--- config.mk ---
export PLATFORM = sky130hd
export DESIGN_NAME = coin_change_dispenser
export DESIGN_NICKNAME = d
export VERILOG_FILES = /design/src/hdl/ccd_pkg.sv /design/src/hdl/coin_change_dispenser.sv /design/src/hdl/ccd_ctrl.sv /design/src/hdl/ccd_dp.sv
export VERILOG_INCLUDE_DIRS = /design/src /design/src/hdl
export SDC_FILE = /design/constraint.sdc
export NUM_CORES = 2
export LEC_CHECK = 0
export ABC_AREA = 1
export BUFFER_PORTS_ARGS = -buffer_cell sky130_fd_sc_hd__buf_2
export CAP_MARGIN = 20
export CORE_AREA = 4 4 295 297
export CTS_CLUSTER_SIZE = 25
export DETAILED_ROUTE_END_ITERATION = 16
export DIE_AREA = 0 0 299 301
export PLACE_DENSITY_LB_ADDON = 0.3
export SLEW_MARGIN = 10
export SYNTH_ARGS = -nofsm -noshare
export SYNTH_HDL_FRONTEND = slang
export SYNTH_HIERARCHICAL = 1
export SYNTH_SLANG_ARGS = --single-unit
--- constraint.sdc ---
create_clock -name clock -period 19.2 [get_ports clock]
set_input_delay 3.84 -clock clock [delete_from_list [all_inputs] [get_ports clock]]
set_output_delay 3.84 -clock clock [all_outputs]
set_load 0.005 [all_outputs]
--- src/hdl/coin_change_dispenser_defines.svh ---
// Assertion macros shared by the coin change dispenser modules.
// Expects signals named clock and reset in the module that uses them.
`ifndef COIN_CHANGE_DISPENSER_DEFINES_SVH
`define COIN_CHANGE_DISPENSER_DEFINES_SVH

// same-cycle implication
`define CCD_ASSERT_IMP(name, pre, post) \
   name: assert property (@(posedge clock) disable iff (reset) (pre) |-> (post)) \
      else $error("coin change dispenser: check failed");

// next-cycle implication
`define CCD_ASSERT_NEXT(name, pre, post) \
   name: assert property (@(posedge clock) disable iff (reset) (pre) |=> (post)) \
      else $error("coin change dispenser: check failed");

`endif

--- src/hdl/ccd_pkg.sv ---
// Shared constants, coin tables and controller/datapath interface types
// for the coin change dispenser. No dependencies.
package ccd_pkg;

   localparam int NUM_DENOMS   = 6;
   localparam int IDX_WIDTH    = $clog2(NUM_DENOMS);
   localparam int STOCK_WIDTH  = 16;
   localparam int COUNT_WIDTH  = 8;
   localparam int AMOUNT_WIDTH = 16;
   localparam int GIVE_WIDTH   = 16;
   localparam int VALUE_WIDTH  = 9;
   localparam int RECIP_WIDTH  = 25;
   localparam int RECIP_SHIFT  = 28;
   localparam int PROD_WIDTH   = AMOUNT_WIDTH + RECIP_WIDTH;
   localparam int PAY_WIDTH    = AMOUNT_WIDTH + VALUE_WIDTH;
   localparam int SUM_WIDTH    = STOCK_WIDTH + 1;
   localparam int CMP_WIDTH    = (STOCK_WIDTH > AMOUNT_WIDTH) ? STOCK_WIDTH : AMOUNT_WIDTH;

   localparam logic KIND_PAY  = 1'b0;
   localparam logic KIND_LOAD = 1'b1;

   typedef logic [NUM_DENOMS-1:0][COUNT_WIDTH-1:0] count_array_type;
   typedef logic [NUM_DENOMS-1:0][GIVE_WIDTH-1:0]  give_array_type;

   typedef struct packed {
      logic load;
      logic div;
      logic pay;
      logic finish;
   } dp_cmd_type;

   typedef struct packed {
      logic rem_zero;
      logic last;
      logic out_free;
   } dp_status_type;

   // coin values, largest first
   function automatic logic [VALUE_WIDTH-1:0] coin_value(input logic [IDX_WIDTH-1:0] idx);
      logic [VALUE_WIDTH-1:0] v;
      unique case (idx)
         3'd0:    v = 9'd500;
         3'd1:    v = 9'd200;
         3'd2:    v = 9'd100;
         3'd3:    v = 9'd50;
         3'd4:    v = 9'd20;
         3'd5:    v = 9'd10;
         default: v = 9'd0;
      endcase
      return v;
   endfunction

   // ceil(2^RECIP_SHIFT / value): exact quotient for any 16-bit amount
   function automatic logic [RECIP_WIDTH-1:0] coin_recip(input logic [IDX_WIDTH-1:0] idx);
      logic [RECIP_WIDTH-1:0] r;
      unique case (idx)
         3'd0:    r = 25'd536871;
         3'd1:    r = 25'd1342178;
         3'd2:    r = 25'd2684355;
         3'd3:    r = 25'd5368710;
         3'd4:    r = 25'd13421773;
         3'd5:    r = 25'd26843546;
         default: r = 25'd0;
      endcase
      return r;
   endfunction

endpackage

--- src/hdl/coin_change_dispenser.sv ---
// Coin change dispenser. A request is accepted when the block is idle; its
// result reaches the output register after a divide step (reciprocal
// multiply) and a pay step per denomination from 500 down, stopping early
// once the change is paid, and a commit step that waits for a free output. The
// result waits in its own register, so the next request is taken while it
// is still stalled. Stock is all zero after reset. Uses ccd_pkg, ccd_ctrl, ccd_dp.
module coin_change_dispenser (
   input  logic                                clock,
   input  logic                                reset,
   input  logic                                req_valid,
   output logic                                req_stall,
   input  logic                                req_kind,
   input  logic [ccd_pkg::AMOUNT_WIDTH-1:0]    req_change_amount,
   input  logic [ccd_pkg::COUNT_WIDTH-1:0]     req_count_500,
   input  logic [ccd_pkg::COUNT_WIDTH-1:0]     req_count_200,
   input  logic [ccd_pkg::COUNT_WIDTH-1:0]     req_count_100,
   input  logic [ccd_pkg::COUNT_WIDTH-1:0]     req_count_50,
   input  logic [ccd_pkg::COUNT_WIDTH-1:0]     req_count_20,
   input  logic [ccd_pkg::COUNT_WIDTH-1:0]     req_count_10,
   output logic                                rsp_valid,
   input  logic                                rsp_stall,
   output logic                                rsp_success,
   output logic [ccd_pkg::GIVE_WIDTH-1:0]      rsp_give_500,
   output logic [ccd_pkg::GIVE_WIDTH-1:0]      rsp_give_200,
   output logic [ccd_pkg::GIVE_WIDTH-1:0]      rsp_give_100,
   output logic [ccd_pkg::GIVE_WIDTH-1:0]      rsp_give_50,
   output logic [ccd_pkg::GIVE_WIDTH-1:0]      rsp_give_20,
   output logic [ccd_pkg::GIVE_WIDTH-1:0]      rsp_give_10
);

   ccd_pkg::dp_cmd_type      cmd;
   ccd_pkg::dp_status_type   status;
   ccd_pkg::count_array_type req_counts;
   ccd_pkg::give_array_type  rsp_gives;

   assign req_counts[0] = req_count_500;
   assign req_counts[1] = req_count_200;
   assign req_counts[2] = req_count_100;
   assign req_counts[3] = req_count_50;
   assign req_counts[4] = req_count_20;
   assign req_counts[5] = req_count_10;

   assign rsp_give_500 = rsp_gives[0];
   assign rsp_give_200 = rsp_gives[1];
   assign rsp_give_100 = rsp_gives[2];
   assign rsp_give_50  = rsp_gives[3];
   assign rsp_give_20  = rsp_gives[4];
   assign rsp_give_10  = rsp_gives[5];

   ccd_ctrl u_ctrl (
      .clock     (clock),
      .reset     (reset),
      .req_valid (req_valid),
      .req_stall (req_stall),
      .status    (status),
      .cmd       (cmd)
   );

   ccd_dp u_dp (
      .clock             (clock),
      .reset             (reset),
      .cmd               (cmd),
      .status            (status),
      .req_kind          (req_kind),
      .req_change_amount (req_change_amount),
      .req_counts        (req_counts),
      .rsp_valid         (rsp_valid),
      .rsp_stall         (rsp_stall),
      .rsp_success       (rsp_success),
      .rsp_gives         (rsp_gives)
   );

endmodule

--- src/hdl/ccd_ctrl.sv ---
// Sequencer for the coin change dispenser: accepts a request, steps the
// datapath through the denominations and commits. Uses ccd_pkg.
`include "coin_change_dispenser_defines.svh"

module ccd_ctrl (
   input  logic                   clock,
   input  logic                   reset,
   input  logic                   req_valid,
   output logic                   req_stall,
   input  ccd_pkg::dp_status_type status,
   output ccd_pkg::dp_cmd_type    cmd
);

   typedef enum logic [3:0] {
      ST_IDLE   = 4'b0001,
      ST_DIV    = 4'b0010,
      ST_PAY    = 4'b0100,
      ST_FINISH = 4'b1000
   } ctrl_state_type;

   ctrl_state_type state_ff, state_in;

   always_comb begin
      state_in   = state_ff;
      cmd        = '0;
      req_stall  = 1'b1;
      unique case (state_ff)
         ST_IDLE: begin
            req_stall = 1'b0;
            if (req_valid) begin
               cmd.load = 1'b1;
               state_in = ST_DIV;
            end
         end
         ST_DIV: begin
            if (status.rem_zero) begin
               state_in = ST_FINISH;
            end else begin
               cmd.div  = 1'b1;
               state_in = ST_PAY;
            end
         end
         ST_PAY: begin
            cmd.pay  = 1'b1;
            state_in = status.last ? ST_FINISH : ST_DIV;
         end
         ST_FINISH: begin
            if (status.out_free) begin
               cmd.finish = 1'b1;
               state_in   = ST_IDLE;
            end
         end
         default: begin
            state_in = ST_IDLE;
         end
      endcase
   end

   always_ff @(posedge clock) begin
      if (reset) begin
         state_ff <= ST_IDLE;
      end else begin
         state_ff <= state_in;
      end
   end

   `CCD_ASSERT_NEXT(a_accept_starts, req_valid && !req_stall, state_ff == ST_DIV)
   `CCD_ASSERT_NEXT(a_finish_waits, (state_ff == ST_FINISH) && !status.out_free,
                    state_ff == ST_FINISH)
   `CCD_ASSERT_IMP(a_one_cmd, 1'b1, $onehot0({cmd.load, cmd.div, cmd.pay, cmd.finish}))

endmodule

--- src/hdl/ccd_dp.sv ---
// Datapath for the coin change dispenser: stock, working counts, remainder,
// reciprocal divider, pay step and result register. Uses ccd_pkg.
`include "coin_change_dispenser_defines.svh"

module ccd_dp (
   input  logic                                  clock,
   input  logic                                  reset,
   input  ccd_pkg::dp_cmd_type                   cmd,
   output ccd_pkg::dp_status_type                status,
   input  logic                                  req_kind,
   input  logic [ccd_pkg::AMOUNT_WIDTH-1:0]      req_change_amount,
   input  ccd_pkg::count_array_type              req_counts,
   output logic                                  rsp_valid,
   input  logic                                  rsp_stall,
   output logic                                  rsp_success,
   output ccd_pkg::give_array_type               rsp_gives
);

   logic [ccd_pkg::NUM_DENOMS-1:0][ccd_pkg::STOCK_WIDTH-1:0]  stock_ff, stock_in;
   logic [ccd_pkg::NUM_DENOMS-1:0][ccd_pkg::STOCK_WIDTH-1:0]  work_ff, work_in;
   logic [ccd_pkg::NUM_DENOMS-1:0][ccd_pkg::AMOUNT_WIDTH-1:0] give_ff, give_in;
   logic [ccd_pkg::AMOUNT_WIDTH-1:0] rem_ff, rem_in;
   logic [ccd_pkg::AMOUNT_WIDTH-1:0] quot_ff, quot_in;
   logic [ccd_pkg::IDX_WIDTH-1:0]    idx_ff, idx_in;
   logic                             rsp_valid_ff, rsp_valid_in;
   logic                             success_ff, success_in;
   ccd_pkg::give_array_type          give_out_ff, give_out_in;

   logic [ccd_pkg::SUM_WIDTH-1:0]    sum;
   logic [ccd_pkg::PROD_WIDTH-1:0]   div_prod;
   logic [ccd_pkg::PAY_WIDTH-1:0]    pay_prod;
   logic [ccd_pkg::STOCK_WIDTH-1:0]  work_sel;
   logic [ccd_pkg::AMOUNT_WIDTH-1:0] pay_n;

   assign status.rem_zero = (rem_ff == '0);
   assign status.last     = (idx_ff == ccd_pkg::IDX_WIDTH'(ccd_pkg::NUM_DENOMS - 1));
   assign status.out_free = !rsp_valid_ff || !rsp_stall;

   assign work_sel = work_ff[idx_ff];
   assign div_prod = ccd_pkg::PROD_WIDTH'(rem_ff)
                   * ccd_pkg::PROD_WIDTH'(ccd_pkg::coin_recip(idx_ff));
   assign pay_n    = (ccd_pkg::CMP_WIDTH'(quot_ff) > ccd_pkg::CMP_WIDTH'(work_sel))
                   ? ccd_pkg::AMOUNT_WIDTH'(work_sel) : quot_ff;
   assign pay_prod = ccd_pkg::PAY_WIDTH'(pay_n)
                   * ccd_pkg::PAY_WIDTH'(ccd_pkg::coin_value(idx_ff));

   always_comb begin
      stock_in     = stock_ff;
      work_in      = work_ff;
      give_in      = give_ff;
      rem_in       = rem_ff;
      quot_in      = quot_ff;
      idx_in       = idx_ff;
      success_in   = success_ff;
      give_out_in  = give_out_ff;
      rsp_valid_in = rsp_valid_ff && rsp_stall;
      sum          = '0;

      // take request: working counts, remainder
      if (cmd.load) begin
         for (int i = 0; i < ccd_pkg::NUM_DENOMS; i++) begin
            sum = ccd_pkg::SUM_WIDTH'(stock_ff[i]) + ccd_pkg::SUM_WIDTH'(req_counts[i]);
            if (req_kind == ccd_pkg::KIND_LOAD) begin
               work_in[i] = ccd_pkg::STOCK_WIDTH'(req_counts[i]);
            end else begin
               work_in[i] = sum[ccd_pkg::STOCK_WIDTH] ? '1 : sum[ccd_pkg::STOCK_WIDTH-1:0];
            end
         end
         give_in = '0;
         rem_in  = (req_kind == ccd_pkg::KIND_LOAD) ? '0 : req_change_amount;
         idx_in  = '0;
      end

      if (cmd.div) begin
         quot_in = ccd_pkg::AMOUNT_WIDTH'(div_prod >> ccd_pkg::RECIP_SHIFT);
      end

      if (cmd.pay) begin
         give_in[idx_ff] = pay_n;
         rem_in          = rem_ff - ccd_pkg::AMOUNT_WIDTH'(pay_prod);
         idx_in          = idx_ff + ccd_pkg::IDX_WIDTH'(1);
      end

      // commit stock on success and fill result register
      if (cmd.finish) begin
         rsp_valid_in = 1'b1;
         success_in   = status.rem_zero;
         for (int i = 0; i < ccd_pkg::NUM_DENOMS; i++) begin
            give_out_in[i] = status.rem_zero ? ccd_pkg::GIVE_WIDTH'(give_ff[i]) : '0;
            if (status.rem_zero) begin
               stock_in[i] = work_ff[i] - ccd_pkg::STOCK_WIDTH'(give_ff[i]);
            end
         end
      end
   end

   always_ff @(posedge clock) begin
      if (reset) begin
         stock_ff     <= '0;
         rsp_valid_ff <= 1'b0;
      end else begin
         stock_ff     <= stock_in;
         rsp_valid_ff <= rsp_valid_in;
      end
   end

   always_ff @(posedge clock) begin
      work_ff     <= work_in;
      give_ff     <= give_in;
      rem_ff      <= rem_in;
      quot_ff     <= quot_in;
      idx_ff      <= idx_in;
      success_ff  <= success_in;
      give_out_ff <= give_out_in;
   end

   assign rsp_valid   = rsp_valid_ff;
   assign rsp_success = success_ff;
   assign rsp_gives   = give_out_ff;

   `CCD_ASSERT_NEXT(a_finish_shows, cmd.finish, rsp_valid_ff)
   `CCD_ASSERT_NEXT(a_pay_rem_down, cmd.pay, rem_ff <= $past(rem_ff))
   `CCD_ASSERT_IMP(a_fail_no_give, rsp_valid_ff && !success_ff, give_out_ff == '0)

endmodule
==> results.sh <==
export IMPL_wl_per_cell_um=20.2
export IMPL_ys_top_cells_by_count="inv_1, nand2_1, nor2_1"
export IMPL_antenna_left=0
export IMPL_start_kind="register"
export IMPL_critPathRequiredTime_ns=19.53
export IMPL_antenna_found_initial=1
export IMPL_dr_pass1_iters=6
export IMPL_drv_slew=0
export IMPL_cts_sinks=422
export IMPL_drt_wl_total_um=117000
export IMPL_num_io_pins=168
export IMPL_async_flop_share_pct=0
export IMPL_avgSynthCellArea_sq_um=8.33
export IMPL_slowest_stage="edfxtp_1"
export IMPL_cts_buffer_depth=3
export IMPL_ys_seq_elements=422
export IMPL_die_height_um=301
export IMPL_num_rows=107
export IMPL_synth_seq_area_share_pct=28.4
export IMPL_fin_nets=5395
export IMPL_rsz0062_at_grt="no"
export IMPL_grtUsageTotal_pct=25.9
export IMPL_cts_tree="built"
export IMPL_synth_cell_type_count=57
export IMPL_endpoint_kind="register"
export IMPL_synth_top_area_share_pct=20.1
export IMPL_yosysMostFrequentCell="inv_1"
export IMPL_fin_crit_sh_pct=49.4
export IMPL_synth_warnings=6
export IMPL_gp_congestion=0.972
export IMPL_synthTopCellsByArea="fa_1, edfxtp_1, ha_1, dfxtp_1, inv_1"
export IMPL_hold_path_class="register to register"
export IMPL_worstPathMaxFanout=22
export IMPL_drt_initial_drc_count=2591
export IMPL_syn_nets=5296
export IMPL_die_w_um=299
export IMPL_r2r_setup_slack_ns=9.72
export IMPL_drv_cap=0
export IMPL_io_buffers=167
export IMPL_grt_pass1_wl_um=179000
export IMPL_first_global_vias=30796
export IMPL_post_drt_via_cell_ratio=5.34
export IMPL_dpl_hpwl_um=90400
export IMPL_worstPathArrival_ns=9.81
export IMPL_ctsResizeCount=0
export IMPL_worst_setup_path_type="register to register"
export IMPL_start_util_pct=44.5
export IMPL_synth_edf_count=225
export IMPL_status="completed"
export IMPL_grt_overflow=0
export IMPL_n_antenna_cell=0
export IMPL_cp_startpoint="u_dp/idx_ff[1]"
export IMPL_syn_inst=4524
export IMPL_syn_area_sq_um=37700
export IMPL_whs_ns=0.442
export IMPL_max_clock_freq_ghz=0.105
export IMPL_ys_flop_type="edfxtp_1"
export IMPL_num_vias=31003
export IMPL_grt_start_max_net_pins=79
export IMPL_relSlewSlack_pct=23.9
export IMPL_numCtsBuffers=47
export IMPL_final_setup_viol_count=0
export IMPL_setup_tns_ns=0
export IMPL_postCtsSetupBuffers=0
export IMPL_drive_above_1_share_pct=7.16
export IMPL_clkSlewWorstSetupHoldPaths_ns=0.06
export IMPL_die_area_sq_um=90000
export IMPL_route_detailed_drc=0
export IMPL_finalHoldViolations=0
export IMPL_timing_rr_start="u_dp/idx_ff[1]"
export IMPL_fin_crit_ns=9.48
export IMPL_slowest_delay_ns=0.89
export IMPL_min_from="u_dp/give_ff[61]"
export IMPL_cts_max_level=2
export IMPL_path_common_cell="inv_1"
export IMPL_clock_latency_ns=0.60
export IMPL_holdBufCountCts=0
export IMPL_syn2layout_area_growth_pct=9.46
export IMPL_synth_top_area_cell="fa_1"
export IMPL_design_core_area_sq_um=84600
export IMPL_clock_root_buffer="clkbuf_16"
export IMPL_tightest_slew_ns=1.14
export IMPL_skew_ns=0.0295
state kept, by name, indices dropped and copies added, names as in the netlist, named ones only:
signal / count
u_dp/work_ff: 96
u_dp/rem_ff: 15
u_dp/rsp_valid: 1
u_dp/idx_ff: 3
u_dp/give_ff: 96
u_dp/rsp_gives: 96
u_dp/rsp_success: 1
u_ctrl/state_ff: 4
u_dp/quot_ff: 13
u_dp/stock_ff: 96
cell usage in the layout (no fill, tap or decap), types with 141 or more instances in the layout:
cell type,n
a21oi_1,356
nand2_1,684
fa_1,379
ha_1,324
dfxtp_1,197
inv_1,912
o21ai_0,242
nor2_1,472
nand3_1,141
buf_2,167
edfxtp_1,225
layer usage:
layer / routed length, um / track usage, %
met3: 12200 / 7.27
met2: 52200 / 41.1
met1: 47500 / 33.8
met4: 5160 / 10.1
met5: 13 / 0
stage by stage:
step / worst slack (ns) / cell area [sq um] / util [%] / std cells
floorplan: 9.44 / 37700 / - / 4524
global placement: 9.84 / 39600 / 46.8 / 5717
detailed placement: 9.87 / 39600 / 46.8 / 5717
CTS: 9.82 / 41200 / 48.7 / 5805
global route: 9.31 / 41200 / 48.7 / 5806
finish: 9.72 / 41200 / 48.7 / 5806
worst max-delay path: cells and delay by family (launching register included):
kind	cells	cell delay, ns
compound gates	5	1.41
xor+xnor	1	0.14
simple gates	10	1.10
flops	1	0.89
buf+inv	12	2.21
fa+ha+maj	8	3.45
worst paths after layout:
| path | cells past startpoint | end |
|---|---|---|
| worst max-delay path | 36 | u_dp/quot_ff[10] |
| worst min-delay path | 2 | u_dp/give_ff[61] |
| worst max register to register | 36 | u_dp/quot_ff[10] |
| worst min register to register | 2 | u_dp/give_ff[61] |
kinds of logic after synthesis:
family                   after synthesis  synth area share [%]
AND/OR/NAND/NOR                     1390                  14.9
buffers and inverters               1081                  11.0
AO/OA/AOI/OAI                        776                  11.2
adder cells (fa/ha/maj)              703                  30.9
flip-flops                           422                  28.4
XOR/XNOR                             151                  3.51
other                                  1               0.00995
layout make-up:
class	instances	area (sq um)
Inverter	927	3480
Clock inverter	28	344
Timing Repair Buffer	204	1120
Tap cell	1144	1430
Sequential cell	422	10700
Clock buffer	60	1260
Fill cell	8241	43400
Multi-Input combinational cell	3021	22900
Power is left out: the tool's default activity adds up to more than one toggle a clock period on the data nets, which glitch-free logic cannot reach.
